$ cat config.mk
export PLATFORM = sky130hd
export DESIGN_NAME = x86_16bit_instruction_decoder_top_flat
export DESIGN_NICKNAME = d
export VERILOG_FILES = /design/src/rtl/x86dec_pkg.sv /design/src/rtl/x86dec_if.sv /design/src/rtl/x86_16bit_instruction_decoder_top.sv /design/src/rtl/x86dec_core.sv /design/src/rtl/x86dec_outq.sv /design/src/flat_wrapper.sv
export SDC_FILE = /design/constraint.sdc
export NUM_CORES = 1
export LEC_CHECK = 0
export BUFFER_PORTS_ARGS = -buffer_cell sky130_fd_sc_hd__buf_2
export CAP_MARGIN = 10
export CORE_MARGIN = 3
export CORE_UTILIZATION = 40
export CTS_CLUSTER_DIAMETER = 80
export DETAILED_ROUTE_END_ITERATION = 10
export HOLD_SLACK_MARGIN = 0.1
export MAX_ROUTING_LAYER = met4
export PLACE_DENSITY = 0.64
export SLEW_MARGIN = 10
export SYNTH_ARGS = -nofsm -noshare
export SYNTH_HDL_FRONTEND = slang
export SYNTH_SLANG_ARGS = --single-unit
$ cat constraint.sdc
create_clock -name clk -period 4.5 [get_ports clk]
set_input_delay 0.9 -clock clk [delete_from_list [all_inputs] [get_ports clk]]
set_output_delay 0.9 -clock clk [all_outputs]
set_load 0.02 [all_outputs]
$ cat src/rtl/x86dec_pkg.sv
package x86dec_pkg;

	localparam int unsigned INSTR_MAX_LEN           = 6;
	localparam int unsigned LEN_W                   = 3;
	localparam int unsigned DEFAULT_MAX_INSTR_BYTES = 6;
	localparam int unsigned OUTQ_DEPTH              = 8;
	localparam int unsigned OUTQ_PTR_W              = $clog2(OUTQ_DEPTH);
	localparam int unsigned OUTQ_CNT_W              = $clog2(OUTQ_DEPTH + 1);

	typedef logic [7:0] byte_t;
	typedef logic [LEN_W-1:0] len_t;
	typedef byte_t [INSTR_MAX_LEN-1:0] ibytes_t;

	// first-byte length codes
	localparam len_t LEN_NONE  = len_t'(0);
	localparam len_t LEN_MODRM = len_t'(1);

	// operand kinds
	localparam logic [2:0] KIND_NONE = 3'd0;
	localparam logic [2:0] KIND_REG  = 3'd1;
	localparam logic [2:0] KIND_EA   = 3'd2;
	localparam logic [2:0] KIND_DIR  = 3'd3;
	localparam logic [2:0] KIND_IMM  = 3'd4;

	// operations
	localparam logic [4:0] OP_MOV     = 5'd0;
	localparam logic [4:0] OP_ADD     = 5'd1;
	localparam logic [4:0] OP_SUB     = 5'd2;
	localparam logic [4:0] OP_CMP     = 5'd3;
	localparam logic [4:0] OP_JE      = 5'd4;
	localparam logic [4:0] OP_JL      = 5'd5;
	localparam logic [4:0] OP_JLE     = 5'd6;
	localparam logic [4:0] OP_JB      = 5'd7;
	localparam logic [4:0] OP_JBE     = 5'd8;
	localparam logic [4:0] OP_JP      = 5'd9;
	localparam logic [4:0] OP_JO      = 5'd10;
	localparam logic [4:0] OP_JS      = 5'd11;
	localparam logic [4:0] OP_JNE     = 5'd12;
	localparam logic [4:0] OP_JNL     = 5'd13;
	localparam logic [4:0] OP_JNLE    = 5'd14;
	localparam logic [4:0] OP_JNB     = 5'd15;
	localparam logic [4:0] OP_JNBE    = 5'd16;
	localparam logic [4:0] OP_JNP     = 5'd17;
	localparam logic [4:0] OP_JNO     = 5'd18;
	localparam logic [4:0] OP_JNS     = 5'd19;
	localparam logic [4:0] OP_LOOP    = 5'd20;
	localparam logic [4:0] OP_LOOPZ   = 5'd21;
	localparam logic [4:0] OP_LOOPNZ  = 5'd22;
	localparam logic [4:0] OP_JCXZ    = 5'd23;
	localparam logic [4:0] OP_UNKNOWN = 5'd24;

	typedef struct packed {
		logic [4:0]         op_kind;
		logic               word_width;
		logic [2:0]         dst_kind;
		logic [3:0]         dst_reg;
		logic [2:0]         src_kind;
		logic [3:0]         src_reg;
		logic [2:0]         mem_form;
		logic               has_disp;
		logic signed [15:0] displacement;
		logic [15:0]        abs_addr;
		logic [15:0]        immediate;
		logic               last_in_run;
	} result_t;

	typedef struct packed {
		logic [1:0] num;
		result_t    res0;
		result_t    res1;
	} push_t;

	function automatic logic [15:0] sext8(byte_t b);
		return {{8{b[7]}}, b};
	endfunction

	function automatic logic is_regrm(byte_t b);
		return b[7:2] inside {6'h22, 6'h00, 6'h0A, 6'h0E};
	endfunction

	function automatic logic is_acc(byte_t b);
		return b[7:1] inside {7'h02, 7'h16, 7'h1E};
	endfunction

	function automatic logic is_movrm_imm(byte_t b);
		return b[7:1] == 7'h63;
	endfunction

	function automatic logic is_grp(byte_t b);
		return b[7:2] == 6'h20;
	endfunction

	function automatic len_t first_len(byte_t b);
		len_t l;
		if (is_regrm(b) || is_movrm_imm(b) || is_grp(b)) begin
			l = LEN_MODRM;
		end else if (b[7:4] == 4'hB) begin
			l = b[3] ? len_t'(3) : len_t'(2);
		end else if (is_acc(b)) begin
			l = b[0] ? len_t'(3) : len_t'(2);
		end else if (b[7:4] == 4'h7 || b[7:2] == 6'h38) begin
			l = len_t'(2);
		end else begin
			l = LEN_NONE;
		end
		return l;
	endfunction

	function automatic logic [1:0] disp_len(byte_t m);
		logic [1:0] d;
		if (m[7:6] == 2'd0 && m[2:0] == 3'd6) begin
			d = 2'd2;
		end else if (m[7:6] == 2'd1) begin
			d = 2'd1;
		end else if (m[7:6] == 2'd2) begin
			d = 2'd2;
		end else begin
			d = 2'd0;
		end
		return d;
	endfunction

	// zero when the reg extension is not supported
	function automatic len_t modrm_len(byte_t b0, byte_t b1);
		logic [2:0] r;
		len_t       base;
		len_t       l;
		r    = b1[5:3];
		base = len_t'(2) + len_t'(disp_len(b1));
		if (is_movrm_imm(b0)) begin
			l = (r != 3'd0) ? LEN_NONE : base + (b0[0] ? len_t'(2) : len_t'(1));
		end else if (is_grp(b0)) begin
			if (r != 3'd0 && r != 3'd5 && r != 3'd7) begin
				l = LEN_NONE;
			end else begin
				l = base + ((b0[1:0] == 2'd1) ? len_t'(2) : len_t'(1));
			end
		end else begin
			l = base;
		end
		return l;
	endfunction

	function automatic logic [4:0] jcc_kind(logic [3:0] c);
		logic [4:0] k;
		case (c)
			4'h0: k = OP_JO;
			4'h1: k = OP_JNO;
			4'h2: k = OP_JB;
			4'h3: k = OP_JNB;
			4'h4: k = OP_JE;
			4'h5: k = OP_JNE;
			4'h6: k = OP_JBE;
			4'h7: k = OP_JNBE;
			4'h8: k = OP_JS;
			4'h9: k = OP_JNS;
			4'hA: k = OP_JP;
			4'hB: k = OP_JNP;
			4'hC: k = OP_JL;
			4'hD: k = OP_JNL;
			4'hE: k = OP_JLE;
			4'hF: k = OP_JNLE;
			default: k = OP_UNKNOWN;
		endcase
		return k;
	endfunction

	function automatic logic [4:0] loop_kind(logic [1:0] c);
		logic [4:0] k;
		case (c)
			2'd0: k = OP_LOOPNZ;
			2'd1: k = OP_LOOPZ;
			2'd2: k = OP_LOOP;
			2'd3: k = OP_JCXZ;
			default: k = OP_UNKNOWN;
		endcase
		return k;
	endfunction

	function automatic result_t unknown_result();
		result_t o;
		o         = '0;
		o.op_kind = OP_UNKNOWN;
		return o;
	endfunction

	function automatic result_t decode(ibytes_t bb);
		result_t    o;
		byte_t      b0;
		byte_t      m;
		logic       w;
		logic       grp;
		logic       s;
		logic       movr;
		logic [2:0] r;
		logic [2:0] rk;
		logic [3:0] rr;
		byte_t      ilo;
		byte_t      ihi;
		o    = '0;
		b0   = bb[0];
		m    = bb[1];
		r    = m[5:3];
		grp  = is_grp(b0);
		s    = grp & b0[1];
		movr = (b0[7:4] == 4'hB);
		w    = b0[0];
		rk   = KIND_NONE;
		rr   = '0;
		// r/m operand, displacement bytes from position 2
		if (m[7:6] == 2'd3) begin
			rk = KIND_REG;
			rr = {w, m[2:0]};
		end else if (m[7:6] == 2'd0 && m[2:0] == 3'd6) begin
			rk         = KIND_DIR;
			o.abs_addr = {bb[3], bb[2]};
		end else begin
			rk         = KIND_EA;
			o.mem_form = m[2:0];
			if (m[7:6] == 2'd1) begin
				o.has_disp     = 1'b1;
				o.displacement = sext8(bb[2]);
			end else if (m[7:6] == 2'd2) begin
				o.has_disp     = 1'b1;
				o.displacement = {bb[3], bb[2]};
			end
		end
		case (disp_len(m))
			2'd0: begin
				ilo = bb[2];
				ihi = bb[3];
			end
			2'd1: begin
				ilo = bb[3];
				ihi = bb[4];
			end
			default: begin
				ilo = bb[4];
				ihi = bb[5];
			end
		endcase
		if (is_regrm(b0)) begin
			case (b0[7:2])
				6'h22:   o.op_kind = OP_MOV;
				6'h00:   o.op_kind = OP_ADD;
				6'h0A:   o.op_kind = OP_SUB;
				default: o.op_kind = OP_CMP;
			endcase
			o.word_width = w;
			if (b0[1]) begin
				o.dst_kind = KIND_REG;
				o.dst_reg  = {w, r};
				o.src_kind = rk;
				o.src_reg  = rr;
			end else begin
				o.dst_kind = rk;
				o.dst_reg  = rr;
				o.src_kind = KIND_REG;
				o.src_reg  = {w, r};
			end
		end else if (is_movrm_imm(b0) || grp) begin
			if (!grp) begin
				o.op_kind = OP_MOV;
			end else if (r == 3'd0) begin
				o.op_kind = OP_ADD;
			end else if (r == 3'd5) begin
				o.op_kind = OP_SUB;
			end else begin
				o.op_kind = OP_CMP;
			end
			o.word_width = w;
			o.dst_kind   = rk;
			o.dst_reg    = rr;
			o.src_kind   = KIND_IMM;
			if (w && !s) begin
				o.immediate = {ihi, ilo};
			end else if (s) begin
				o.immediate = sext8(ilo);
			end else begin
				o.immediate = {8'h00, ilo};
			end
		end else if (movr || is_acc(b0)) begin
			o = '0;
			w = movr ? b0[3] : b0[0];
			if (movr) begin
				o.op_kind = OP_MOV;
			end else begin
				case (b0[7:1])
					7'h02:   o.op_kind = OP_ADD;
					7'h16:   o.op_kind = OP_SUB;
					default: o.op_kind = OP_CMP;
				endcase
			end
			o.word_width = w;
			o.dst_kind   = KIND_REG;
			o.dst_reg    = {w, movr ? b0[2:0] : 3'd0};
			o.src_kind   = KIND_IMM;
			o.immediate  = w ? {bb[2], bb[1]} : {8'h00, bb[1]};
		end else if (b0[7:4] == 4'h7) begin
			o              = '0;
			o.op_kind      = jcc_kind(b0[3:0]);
			o.displacement = sext8(m);
		end else if (b0[7:2] == 6'h38) begin
			o              = '0;
			o.op_kind      = loop_kind(b0[1:0]);
			o.displacement = sext8(m);
		end else begin
			o = unknown_result();
		end
		return o;
	endfunction

endpackage

$ cat src/rtl/x86dec_if.sv
interface x86dec_code_if;
	import x86dec_pkg::*;
	logic  valid;
	logic  ready;
	byte_t code_byte;

	modport source (output valid, output code_byte, input ready);
	modport sink (input valid, input code_byte, output ready);
endinterface

interface x86dec_dec_if;
	logic               valid;
	logic               ready;
	logic [4:0]         op_kind;
	logic               word_width;
	logic [2:0]         dst_kind;
	logic [3:0]         dst_reg;
	logic [2:0]         src_kind;
	logic [3:0]         src_reg;
	logic [2:0]         mem_form;
	logic               has_disp;
	logic signed [15:0] displacement;
	logic [15:0]        abs_addr;
	logic [15:0]        immediate;
	logic               last_in_run;

	modport source (
		output valid, op_kind, word_width, dst_kind, dst_reg, src_kind, src_reg,
		output mem_form, has_disp, displacement, abs_addr, immediate, last_in_run,
		input ready
	);
	modport sink (
		input valid, op_kind, word_width, dst_kind, dst_reg, src_kind, src_reg,
		input mem_form, has_disp, displacement, abs_addr, immediate, last_in_run,
		output ready
	);
endinterface

$ cat src/rtl/x86_16bit_instruction_decoder_top.sv
// channel | dir | word                         | handshake
// code    | in  | one code byte                | valid/ready
// dec     | out | one decoded instruction      | valid/ready
//
// One code byte per cycle while the output queue has room. An accepted byte is registered, decoded
// against the instruction buffer in the next cycle, and its results enter an
// 8-word output queue, from which the dec channel reads them.
// A byte yields zero, one or two words. Ready drops when the queue cannot take
// two more words for the byte in decode and two for a new one.
// Reset clears the byte count and queue pointers; the byte buffer is not cleared.
module x86_16bit_instruction_decoder_top
	import x86dec_pkg::*;
#(
	parameter int unsigned MAX_INSTR_BYTES = DEFAULT_MAX_INSTR_BYTES
) (
	input logic          clk,
	input logic          arst_n,
	x86dec_code_if.sink  code,
	x86dec_dec_if.source dec
);

	logic                  vld_s1;
	byte_t                 byte_s1;
	push_t                 push;
	result_t               head;
	logic                  q_nempty;
	logic [OUTQ_CNT_W-1:0] q_level;
	logic [OUTQ_CNT_W:0]   q_need;

	assign q_need     = {1'b0, q_level} + (vld_s1 ? (OUTQ_CNT_W+1)'(2) : '0)
		+ (OUTQ_CNT_W+1)'(2);
	assign code.ready = (q_need <= (OUTQ_CNT_W+1)'(OUTQ_DEPTH));

	always_ff @(posedge clk or negedge arst_n) begin
		if (!arst_n) begin
			vld_s1 <= 1'b0;
		end else begin
			vld_s1 <= code.valid && code.ready;
		end
	end

	always_ff @(posedge clk) begin
		if (code.valid && code.ready) begin
			byte_s1 <= code.code_byte;
		end
	end

	x86dec_core #(
		.MAX_INSTR_BYTES(MAX_INSTR_BYTES)
	) u_core (
		.clk     (clk),
		.arst_n  (arst_n),
		.vld_s1  (vld_s1),
		.byte_s1 (byte_s1),
		.push    (push)
	);

	x86dec_outq u_outq (
		.clk       (clk),
		.arst_n    (arst_n),
		.push      (push),
		.pop       (dec.ready),
		.head      (head),
		.not_empty (q_nempty),
		.level     (q_level)
	);

	assign dec.valid        = q_nempty;
	assign dec.op_kind      = head.op_kind;
	assign dec.word_width   = head.word_width;
	assign dec.dst_kind     = head.dst_kind;
	assign dec.dst_reg      = head.dst_reg;
	assign dec.src_kind     = head.src_kind;
	assign dec.src_reg      = head.src_reg;
	assign dec.mem_form     = head.mem_form;
	assign dec.has_disp     = head.has_disp;
	assign dec.displacement = head.displacement;
	assign dec.abs_addr     = head.abs_addr;
	assign dec.immediate    = head.immediate;
	assign dec.last_in_run  = head.last_in_run;

	a_no_overflow: assert property (@(posedge clk) disable iff (!arst_n)
		q_level <= OUTQ_CNT_W'(OUTQ_DEPTH))
		else $error("output queue overflow");

	a_push_needs_byte: assert property (@(posedge clk) disable iff (!arst_n)
		push.num != 2'd0 |-> vld_s1)
		else $error("result pushed without a byte in decode");

	a_pair_last: assert property (@(posedge clk) disable iff (!arst_n)
		push.num == 2'd2 |-> !push.res0.last_in_run && push.res1.last_in_run
			&& push.res0.op_kind == OP_UNKNOWN && push.res1.op_kind == OP_UNKNOWN)
		else $error("two-word run malformed");

	a_single_last: assert property (@(posedge clk) disable iff (!arst_n)
		push.num == 2'd1 |-> push.res0.last_in_run)
		else $error("single word not marked last");

endmodule

$ cat src/rtl/x86dec_core.sv
module x86dec_core
	import x86dec_pkg::*;
#(
	parameter int unsigned MAX_INSTR_BYTES = DEFAULT_MAX_INSTR_BYTES
) (
	input  logic  clk,
	input  logic  arst_n,
	input  logic  vld_s1,
	input  byte_t byte_s1,
	output push_t push
);

	localparam int unsigned CNT_W = $clog2(MAX_INSTR_BYTES + 1);
	localparam int unsigned IDX_W = $clog2(MAX_INSTR_BYTES);

	byte_t              buf_q [MAX_INSTR_BYTES];
	logic [CNT_W-1:0]   cnt_q;
	len_t               need_q;

	logic [CNT_W-1:0]   cnt_nx;
	logic [CNT_W-1:0]   cnt_inc;
	len_t               need_nx;
	len_t               need_v;
	len_t               len0;
	len_t               len1;
	len_t               len2;
	logic               wr_en;
	logic [IDX_W-1:0]   wr_idx;
	logic               restart;
	ibytes_t            bb;
	result_t            r0;
	result_t            r1;
	logic [1:0]         num;

	always_comb begin
		for (int i = 0; i < INSTR_MAX_LEN; i++) begin
			bb[i] = (cnt_q == CNT_W'(i)) ? byte_s1 : buf_q[i];
		end
	end

	assign len0 = first_len(byte_s1);
	assign len1 = modrm_len(buf_q[0], byte_s1);
	assign len2 = first_len(byte_s1);
	assign cnt_inc = cnt_q + CNT_W'(1);

	always_comb begin
		cnt_nx  = cnt_q;
		need_nx = need_q;
		need_v  = need_q;
		wr_en   = 1'b0;
		wr_idx  = cnt_q[IDX_W-1:0];
		restart = 1'b0;
		num     = 2'd0;
		r0      = unknown_result();
		r1      = unknown_result();
		if (vld_s1) begin
			if (cnt_q == '0) begin
				if (len0 == LEN_NONE) begin
					num = 2'd1;
				end else begin
					wr_en   = 1'b1;
					wr_idx  = '0;
					cnt_nx  = CNT_W'(1);
					need_nx = (len0 == LEN_MODRM) ? LEN_NONE : len0;
				end
			end else begin
				wr_en = 1'b1;
				if (cnt_inc == CNT_W'(2) && need_q == LEN_NONE) begin
					if (len1 == LEN_NONE) begin
						// unsupported reg extension: opcode is unknown, byte restarts
						restart = 1'b1;
						num     = 2'd1;
						if (len2 == LEN_NONE) begin
							wr_en   = 1'b0;
							num     = 2'd2;
							cnt_nx  = '0;
							need_nx = LEN_NONE;
						end else begin
							wr_idx  = '0;
							cnt_nx  = CNT_W'(1);
							need_nx = (len2 == LEN_MODRM) ? LEN_NONE : len2;
						end
					end else begin
						need_v = len1;
					end
				end
				if (!restart) begin
					if (need_v != LEN_NONE && cnt_inc >= CNT_W'(need_v)) begin
						r0      = decode(bb);
						num     = 2'd1;
						cnt_nx  = '0;
						need_nx = LEN_NONE;
					end else begin
						cnt_nx  = cnt_inc;
						need_nx = need_v;
					end
				end
			end
		end
		r0.last_in_run = (num == 2'd1);
		r1.last_in_run = 1'b1;
	end

	assign push.num  = num;
	assign push.res0 = r0;
	assign push.res1 = r1;

	always_ff @(posedge clk or negedge arst_n) begin
		if (!arst_n) begin
			cnt_q  <= '0;
			need_q <= LEN_NONE;
		end else begin
			cnt_q  <= cnt_nx;
			need_q <= need_nx;
		end
	end

	always_ff @(posedge clk) begin
		if (wr_en) begin
			buf_q[wr_idx] <= byte_s1;
		end
	end

endmodule

$ cat src/rtl/x86dec_outq.sv
module x86dec_outq
	import x86dec_pkg::*;
(
	input  logic                  clk,
	input  logic                  arst_n,
	input  push_t                 push,
	input  logic                  pop,
	output result_t               head,
	output logic                  not_empty,
	output logic [OUTQ_CNT_W-1:0] level
);

	result_t                mem_q [OUTQ_DEPTH];
	logic [OUTQ_PTR_W-1:0]  wp_q;
	logic [OUTQ_PTR_W-1:0]  rp_q;
	logic [OUTQ_CNT_W-1:0]  cnt_q;
	logic                   do_pop;

	assign not_empty = (cnt_q != '0);
	assign do_pop    = pop && not_empty;
	assign head      = mem_q[rp_q];
	assign level     = cnt_q;

	always_ff @(posedge clk or negedge arst_n) begin
		if (!arst_n) begin
			wp_q  <= '0;
			rp_q  <= '0;
			cnt_q <= '0;
		end else begin
			wp_q  <= wp_q + OUTQ_PTR_W'(push.num);
			rp_q  <= rp_q + OUTQ_PTR_W'(do_pop);
			cnt_q <= cnt_q + OUTQ_CNT_W'(push.num) - OUTQ_CNT_W'(do_pop);
		end
	end

	always_ff @(posedge clk) begin
		if (push.num != 2'd0) begin
			mem_q[wp_q] <= push.res0;
		end
		if (push.num == 2'd2) begin
			mem_q[wp_q + OUTQ_PTR_W'(1)] <= push.res1;
		end
	end

endmodule

$ cat src/flat_wrapper.sv
// flat-port wrapper written by rule: the top's interface ports become plain ports
module x86_16bit_instruction_decoder_top_flat import x86dec_pkg::*;
#(
	parameter int unsigned MAX_INSTR_BYTES = DEFAULT_MAX_INSTR_BYTES
)
  (clk, arst_n, code_valid, code_code_byte, code_ready, dec_valid, dec_op_kind, dec_word_width, dec_dst_kind, dec_dst_reg, dec_src_kind, dec_src_reg, dec_mem_form, dec_has_disp, dec_displacement, dec_abs_addr, dec_immediate, dec_last_in_run, dec_ready);
  x86dec_code_if code_i ();
  x86dec_dec_if dec_i ();
  input logic clk;
  input logic arst_n;
  input wire logic [$bits(code_i.valid)-1:0] code_valid;
  input wire logic [$bits(code_i.code_byte)-1:0] code_code_byte;
  output wire logic [$bits(code_i.ready)-1:0] code_ready;
  output wire logic [$bits(dec_i.valid)-1:0] dec_valid;
  output wire logic [$bits(dec_i.op_kind)-1:0] dec_op_kind;
  output wire logic [$bits(dec_i.word_width)-1:0] dec_word_width;
  output wire logic [$bits(dec_i.dst_kind)-1:0] dec_dst_kind;
  output wire logic [$bits(dec_i.dst_reg)-1:0] dec_dst_reg;
  output wire logic [$bits(dec_i.src_kind)-1:0] dec_src_kind;
  output wire logic [$bits(dec_i.src_reg)-1:0] dec_src_reg;
  output wire logic [$bits(dec_i.mem_form)-1:0] dec_mem_form;
  output wire logic [$bits(dec_i.has_disp)-1:0] dec_has_disp;
  output wire logic [$bits(dec_i.displacement)-1:0] dec_displacement;
  output wire logic [$bits(dec_i.abs_addr)-1:0] dec_abs_addr;
  output wire logic [$bits(dec_i.immediate)-1:0] dec_immediate;
  output wire logic [$bits(dec_i.last_in_run)-1:0] dec_last_in_run;
  input wire logic [$bits(dec_i.ready)-1:0] dec_ready;
  assign code_i.valid = code_valid;
  assign code_i.code_byte = code_code_byte;
  assign code_ready = code_i.ready;
  assign dec_valid = dec_i.valid;
  assign dec_op_kind = dec_i.op_kind;
  assign dec_word_width = dec_i.word_width;
  assign dec_dst_kind = dec_i.dst_kind;
  assign dec_dst_reg = dec_i.dst_reg;
  assign dec_src_kind = dec_i.src_kind;
  assign dec_src_reg = dec_i.src_reg;
  assign dec_mem_form = dec_i.mem_form;
  assign dec_has_disp = dec_i.has_disp;
  assign dec_displacement = dec_i.displacement;
  assign dec_abs_addr = dec_i.abs_addr;
  assign dec_immediate = dec_i.immediate;
  assign dec_last_in_run = dec_i.last_in_run;
  assign dec_i.ready = dec_ready;
  x86_16bit_instruction_decoder_top #(.MAX_INSTR_BYTES(MAX_INSTR_BYTES)) u_core (.clk(clk), .arst_n(arst_n), .code(code_i), .dec(dec_i));
endmodule
Word level (Yosys, flattened, before mapping). Memory sizes are Yosys's and may differ from the RTL's. Cells that the tools add are included. W data, S select, Z words.

$add $sub $neg: 11. $lt $le $gt $ge: 2. Equal/unequal tests: 51. Mux-type cells: 112. Bitwise gates (word level): 1. Reductions and logical operators: 35.

Operators with widths (number): $mux W73 (7); $mux W16 (6); $mux W3 (28); $mux W2 (28); $mux W53 (1); $mux W8 (6); $eq A6 B6 Y1 const B (7); $mux W20 (2); $mux W40 (1); $mux W36 (1); $mux W17 (2); $pmux W8 S2 (2); $eq A7 B5 Y1 const B (4); $eq A6 B4 Y1 const B (4); $mux W1 (23); $eq A7 B7 Y1 const B (3); $pmux W5 S4 (1); $eq A3 B3 Y1 const B (5); $logic_not A3 Y1 (5); $eq A7 B2 Y1 const B (2); $mux W14 (1); $eq A2 B1 Y1 const B (6); $eq A2 B2 Y1 const B (6); $logic_not A6 Y1 (2); other kinds (28) (59).

Register bits: 25. RAM bits: 632. Bits in read-only memories: 80. Input port bits: 12. Output and inout port bits: 75. Logic and storage cells: 222. Memories kept: 3.

Memories: u_core.u_outq.mem_q (depth 8, width 73, rd ports 1, clocked after Yosys merged registers in 0, wr ports 2, RTL line x86dec_outq.sv:13) `result_t mem_q [OUTQ_DEPTH];`; (name not given) (depth 16, width 5, rd ports 1, clocked after Yosys merged registers in 0, wr ports 0, RTL line x86dec_pkg.sv:146) `case (c)`; u_core.u_core.buf_q (depth 6, width 8, rd ports 6, clocked after Yosys merged registers in 0, wr ports 1, RTL line x86dec_core.sv:16) `byte_t buf_q [MAX_INSTR_BYTES];`.

Logic depth before layout (Yosys ltp).
Word-level depth: 30. Depth in mapped cells: 23. Mapped depth without buffers: 20.

Cells and area by module. From an unflattened synthesis, not the netlist that was laid out.

Cell total of the unflattened synthesis: 2244. Area total of the unflattened synthesis: 35671.7 sq um.

By module, submodules not included: x86dec_outq (instances 1, cells an instance 1561, area an instance 29630.9 sq um, seq. area each 17787.1 sq um); x86dec_core (instances 1, cells an instance 659, area an instance 5665.4 sq um, seq. area each 1591.5 sq um); x86_16bit_instruction_decoder_top (instances 1, cells an instance 24, area an instance 375.4 sq um, seq. area each 265.3 sq um).

Worst setup path after synthesis. No wires, ideal clock.

Kind: reg2reg. Start: register u_core.byte_s1[6]. End: register u_core.u_outq.cnt_q[2], in the netlist u_core.u_outq.level[2]. Library setup time: 0.123 ns. Data arrival time: 4.692 ns. Required time: 4.377 ns. Setup slack: -0.315 ns. Cell stages (with the launch flop): 23. Buffers on the path: 3. Clock period less this slack: 4.815 ns. Path through: edfxtp_1 clkbuf_1 buf_2 nor2b_1 ha_1 inv_1 fa_1 nor4_1 a21oi_1 o21ai_0 a21oi_1 ha_1 nand2_1 o21ai_0 nand3_1 o221ai_1 buf_2 nor2_1 nor4_1 ha_1 inv_1 fa_1 xnor2_1.

Word-level cells in the longest chain between the ends: 22. Elaborated cells on any way between the ends: 58. Classes of those cells: add/sub: 5; order compare: 1; eq/ne: 13; mux: 27; reduce/logical: 12.

Ends and longest elaborated chain: start: declaration (RTL line x86_16bit_instruction_decoder_top.sv:23) `byte_t byte_s1;`; start signal: assignment (RTL line x86_16bit_instruction_decoder_top.sv:44) `byte_s1 <= code.code_byte;`; $eq A2 B2 Y1 (RTL line x86dec_pkg.sv:115) `end else if (m[7:6] == 2'd2) begin`; $mux W2 (RTL line x86dec_pkg.sv:115); $mux W2 (RTL line x86dec_pkg.sv:113) `end else if (m[7:6] == 2'd1) begin`; $mux W2 (RTL line x86dec_pkg.sv:111) `if (m[7:6] == 2'd0 && m[2:0] == 3'd6) begin`; $add A2 B2 Y3 (RTL line x86dec_pkg.sv:129) `base = len_t'(2) + len_t'(disp_len(b1));`; $add A3 B2 Y3 (RTL line x86dec_pkg.sv:136) `l = base + ((b0[1:0] == 2'd1) ? len_t'(2) : len_t'(1));`; $mux W3 (RTL line x86dec_pkg.sv:133) `if (r != 3'd0 && r != 3'd5 && r != 3'd7) begin`; $mux W3 (RTL line x86dec_pkg.sv:132) `end else if (is_grp(b0)) begin`; (+6 left out); $ge A3 B3 Y1 / $reduce_bool A3 Y1 (equally long branches) (RTL line x86dec_core.sv:88) `if (need_v != LEN_NONE && cnt_inc >= CNT_W'(need_v)) begin`; $logic_and A1 B1 Y1 (RTL line x86dec_core.sv:88); $mux W2 (RTL line x86dec_core.sv:88); $mux W2 (RTL line x86dec_core.sv:87) `if (!restart) begin`; $mux W2 * (RTL line x86dec_core.sv:57) `if (cnt_q == '0) begin`; $mux W2 * (RTL line x86dec_core.sv:56) `if (vld_s1) begin`; $add A4 B2 Y4 * (RTL line x86dec_outq.sv:32) `cnt_q <= cnt_q + OUTQ_CNT_W'(push.num) - OUTQ_CNT_W'(do_pop);`; $sub A4 B1 Y4 * (RTL line x86dec_outq.sv:32); end signal: assignment (RTL line x86dec_outq.sv:32); end: declaration (RTL line x86dec_outq.sv:16) `logic [OUTQ_CNT_W-1:0] cnt_q;`.

Mark *: on every way between the ends. The rest lies on a longest branch, timed or not. The select of a mux whose other input is x is not followed. A chain may end at the register's enable or synchronous reset.

==> results.yml <==
floorplanning:
  die_area_um2: 76100
  die_width_um: 276
  initial_utilization_pct: 40.5
  ioPinCount: 87
  die_h_um: 276
  floorplan.rows: 98
  coreArea_um2: 71900
cts:
  htreeDepth: 3
  cts_tree: "built"
  cts_root_buffer: "clkbuf_16"
  clockBufferDepth: 3
  clock_latency_ns: 0.61
  cts_buffers: 70
  clock_sinks: 649
  clkTransAtPathRegs_ns: 0.06
timing:
  slew_viol_final: 0
  fmax_mhz: 233
  fin_skew_ns: 0.0272
  hold_violations: 0
  worst_pin_slew_ns: 1.10
  slew_headroom_pct: 26.8
  period_needed_ns: 4.29
  setup_viol: 0
  fin_setup_tns_ns: 0
  timing.final.crit_share_pct: 95.4
power_and_ir_drop:
  powerDensity_nw_per_um2: 573
  irDropWorstVdd_mv: 0.336
  cellLeakagePower_nw: 12.7
synth:
  syn_avg_cell_area_um2: 10.7
  async_flop_share_pct: 2.62
  yosys_warnings: 0
  syn-instance-count: 2711
  synth-seq-cells: 649
  ys_seq_area_share_pct: 46.8
  synth_ff_type: "dfxtp_1"
  synth_nets: 2761
  ys_types: 90
  synth_edf_count: 56
  syn_area_um2: 29100
route:
  routed_via_density: 6.27
  vias: 23997
  wirelength_mm: 96.3
  drt-pass1-iter-count: 6
  drcViolationCount: 0
  drt_iter0_drc: 2595
  antenna_left: 0
  routedWlPerCell_um: 25.2
worst_hold_path:
  hp-class: "in -> async"
grt:
  grt_pass1_wl_mm: 145
  antenna_found_initial: 1
  track_usage_pct: 25.5
  grt_max_degree: 52
  grt_pass1_vias: 23608
  overflow: 0
worst_setup_path:
  endpoint_kind: "register"
  critical_path.startpoint_type: "register"
  criticalPathCategory: "reg -> reg"
  required_ns: 5.03
  path_max_fanout: 31
  cp.arrival_ns: 4.83
finish:
  area_growth_syn_to_layout_pct: 16.1
  mostFrequentLayoutCell: "dfxtp_1"
  final_cell_mix: "dfxtp_1, nand2_1, a22o_1, a21oi_1, buf_4"
  fin_nets: 2868
  drive_above_1_share_pct: 24.0
  post-route-util_pct: 47.1
  fin_cells: 3825
placed_design:
  gp_congestion: 0.916
  numPlacedInstances: 3693
  numPortBuffers: 85
  place_hpwl_mm: 60.8
flow_run:
  drv_cap: 0
outcome:
  status: "complete, no violations"
==> layer usage <==
| metal | GRT usage, % | vias up | part of all wire (%) |
|---|---|---|---|
| li1 | - | 10440 | - |
| met1 | 33.3 | 12030 | 41 |
| met2 | 39.9 | 1309 | 47 |
| met3 | 4.36 | 218 | 8.3 |
| met4 | 9.29 | 0 | 3.4 |
| met5 | - | - | 0 |
==> sequential cells by signal, indices dropped and copies added (netlist names) <==
signal / flops
u_core.u_outq.wp_q: 3
u_core.u_outq.rp_q: 3
u_core.u_outq.level: 4
u_core.u_core.buf_q: 48
u_core.u_core.cnt_q: 3
u_core.vld_s1: 1
u_core.byte_s1: 8
u_core.u_core.need_q: 3
u_core.u_outq.mem_q: 576
==> cell type report <==
type                            count  area [um^2]
Timing Repair Buffer              275         2170
Inverter                           39          146
Multi-Input combinational cell   1783        14400
Fill cell                        6494        38000
Sequential cell                   649        13600
Clock inverter                     23          250
Tap cell                          950         1190
Antenna cell                        1         2.50
Clock buffer                      105         2050
==> critical path, cell delays in order (launching register included) <==
cell and delay [ns]:
dfrtp_1 0.38, buf_4 0.17, inv_1 0.10, ha_1 0.23, buf_4 0.23, nand2b_1 0.13
mux2_2 0.34, inv_1 0.09, ha_1 0.20, and4b_1 0.20, a22o_1 0.30, or2_2 0.52
nand2_1 0.17, nand4_1 0.36, a31oi_1 0.38, buf_4 0.24, a22o_1 0.16
==> synthesized netlist by cell type, types with 21 or more instances <==
cell | instances | share of area (%)
nand2b_1 | 23 | 0.49
o2bb2ai_1 | 103 | 3.1
mux2_2 | 82 | 3.2
o211ai_1 | 21 | 0.54
clkbuf_1 | 121 | 1.6
edfxtp_1 | 56 | 5.8
a31oi_1 | 23 | 0.49
nand2_1 | 329 | 4.2
a21oi_1 | 204 | 3.5
o21ai_0 | 32 | 0.55
a22o_1 | 251 | 7.5
dfxtp_1 | 576 | 40
inv_1 | 39 | 0.50
mux4_2 | 144 | 11
nor2_1 | 97 | 1.3
buf_2 | 75 | 1.3
ha_1 | 34 | 1.5
nor3_1 | 24 | 0.41
nand3_1 | 137 | 2.4
mux2i_1 | 45 | 1.5
buf_1 | 25 | 0.32
==> through the flow <==
stage	power [mW]	worst slack (ns)	hold WS, ns	instance area (um^2)
2_1_floorplan	11.1	0.00193	0.427	29100
3_3_place_gp	13.5	0.234	0.439	31500
3_5_place_dp	13.6	0.135	0.442	31500
4_1_cts	19.3	0.116	0.187	33800
5_1_grt	20.2	-0.0385	0.217	33800
6_report	19.4	0.206	0.207	33800
==> worst paths after layout <==
check	from	to	slack, ns	cells past startpoint
min in group clk	u_core.u_outq.mem_q[7][56]$_SDFFE_PP0P_	u_core.u_outq.mem_q[7][56]$_SDFFE_PP0P_	0.45	2
worst max-delay path	u_core.u_core.cnt_q[1]$_DFFE_PN0P_	u_core.u_outq.mem_q[6][15]$_SDFFE_PP0P_	0.21	16
worst min-delay path	arst_n	u_core.u_outq.rp_q[0]$_DFF_PN0_	0.21	1
worst min register to register	u_core.u_outq.mem_q[7][56]$_SDFFE_PP0P_	u_core.u_outq.mem_q[7][56]$_SDFFE_PP0P_	0.45	2
worst max register to register	u_core.u_core.cnt_q[1]$_DFFE_PN0P_	u_core.u_outq.mem_q[6][15]$_SDFFE_PP0P_	0.21	16
max in group asynchronous	arst_n	u_core.u_outq.rp_q[2]$_DFF_PN0_	3.96	1
==> cell families after synthesis <==
group	count (synthesis)	synth area share, %
adders and majority gates	38	1.74
buffers and inverters	279	4.38
xor gates and xnor gates	8	0.241
DFF	649	46.8
other	1	0.0129
AOI/OAI and AO/OA	768	19.9
muxes	271	15.9
and+or+nand+nor	697	11.1
==> power breakdown <==
group / internal, mW / switching [mW] / leakage [nW]
clock network: 3.31 / 2.43 / 1.13
logic: 2.45 / 4.53 / 6.19
registers: 6.20 / 0.457 / 5.36
total: 12.0 / 7.42 / 12.7
==> what timing repair did <==
item / 4_1_cts / 5_1_grt
gates resized for setup: 0 / 13
buffers inserted: 0 / 3
hold buffers: 0 / 0
setup endpoints to repair: 0 / 563
Note: power is estimated with default switching activity, not from simulation.
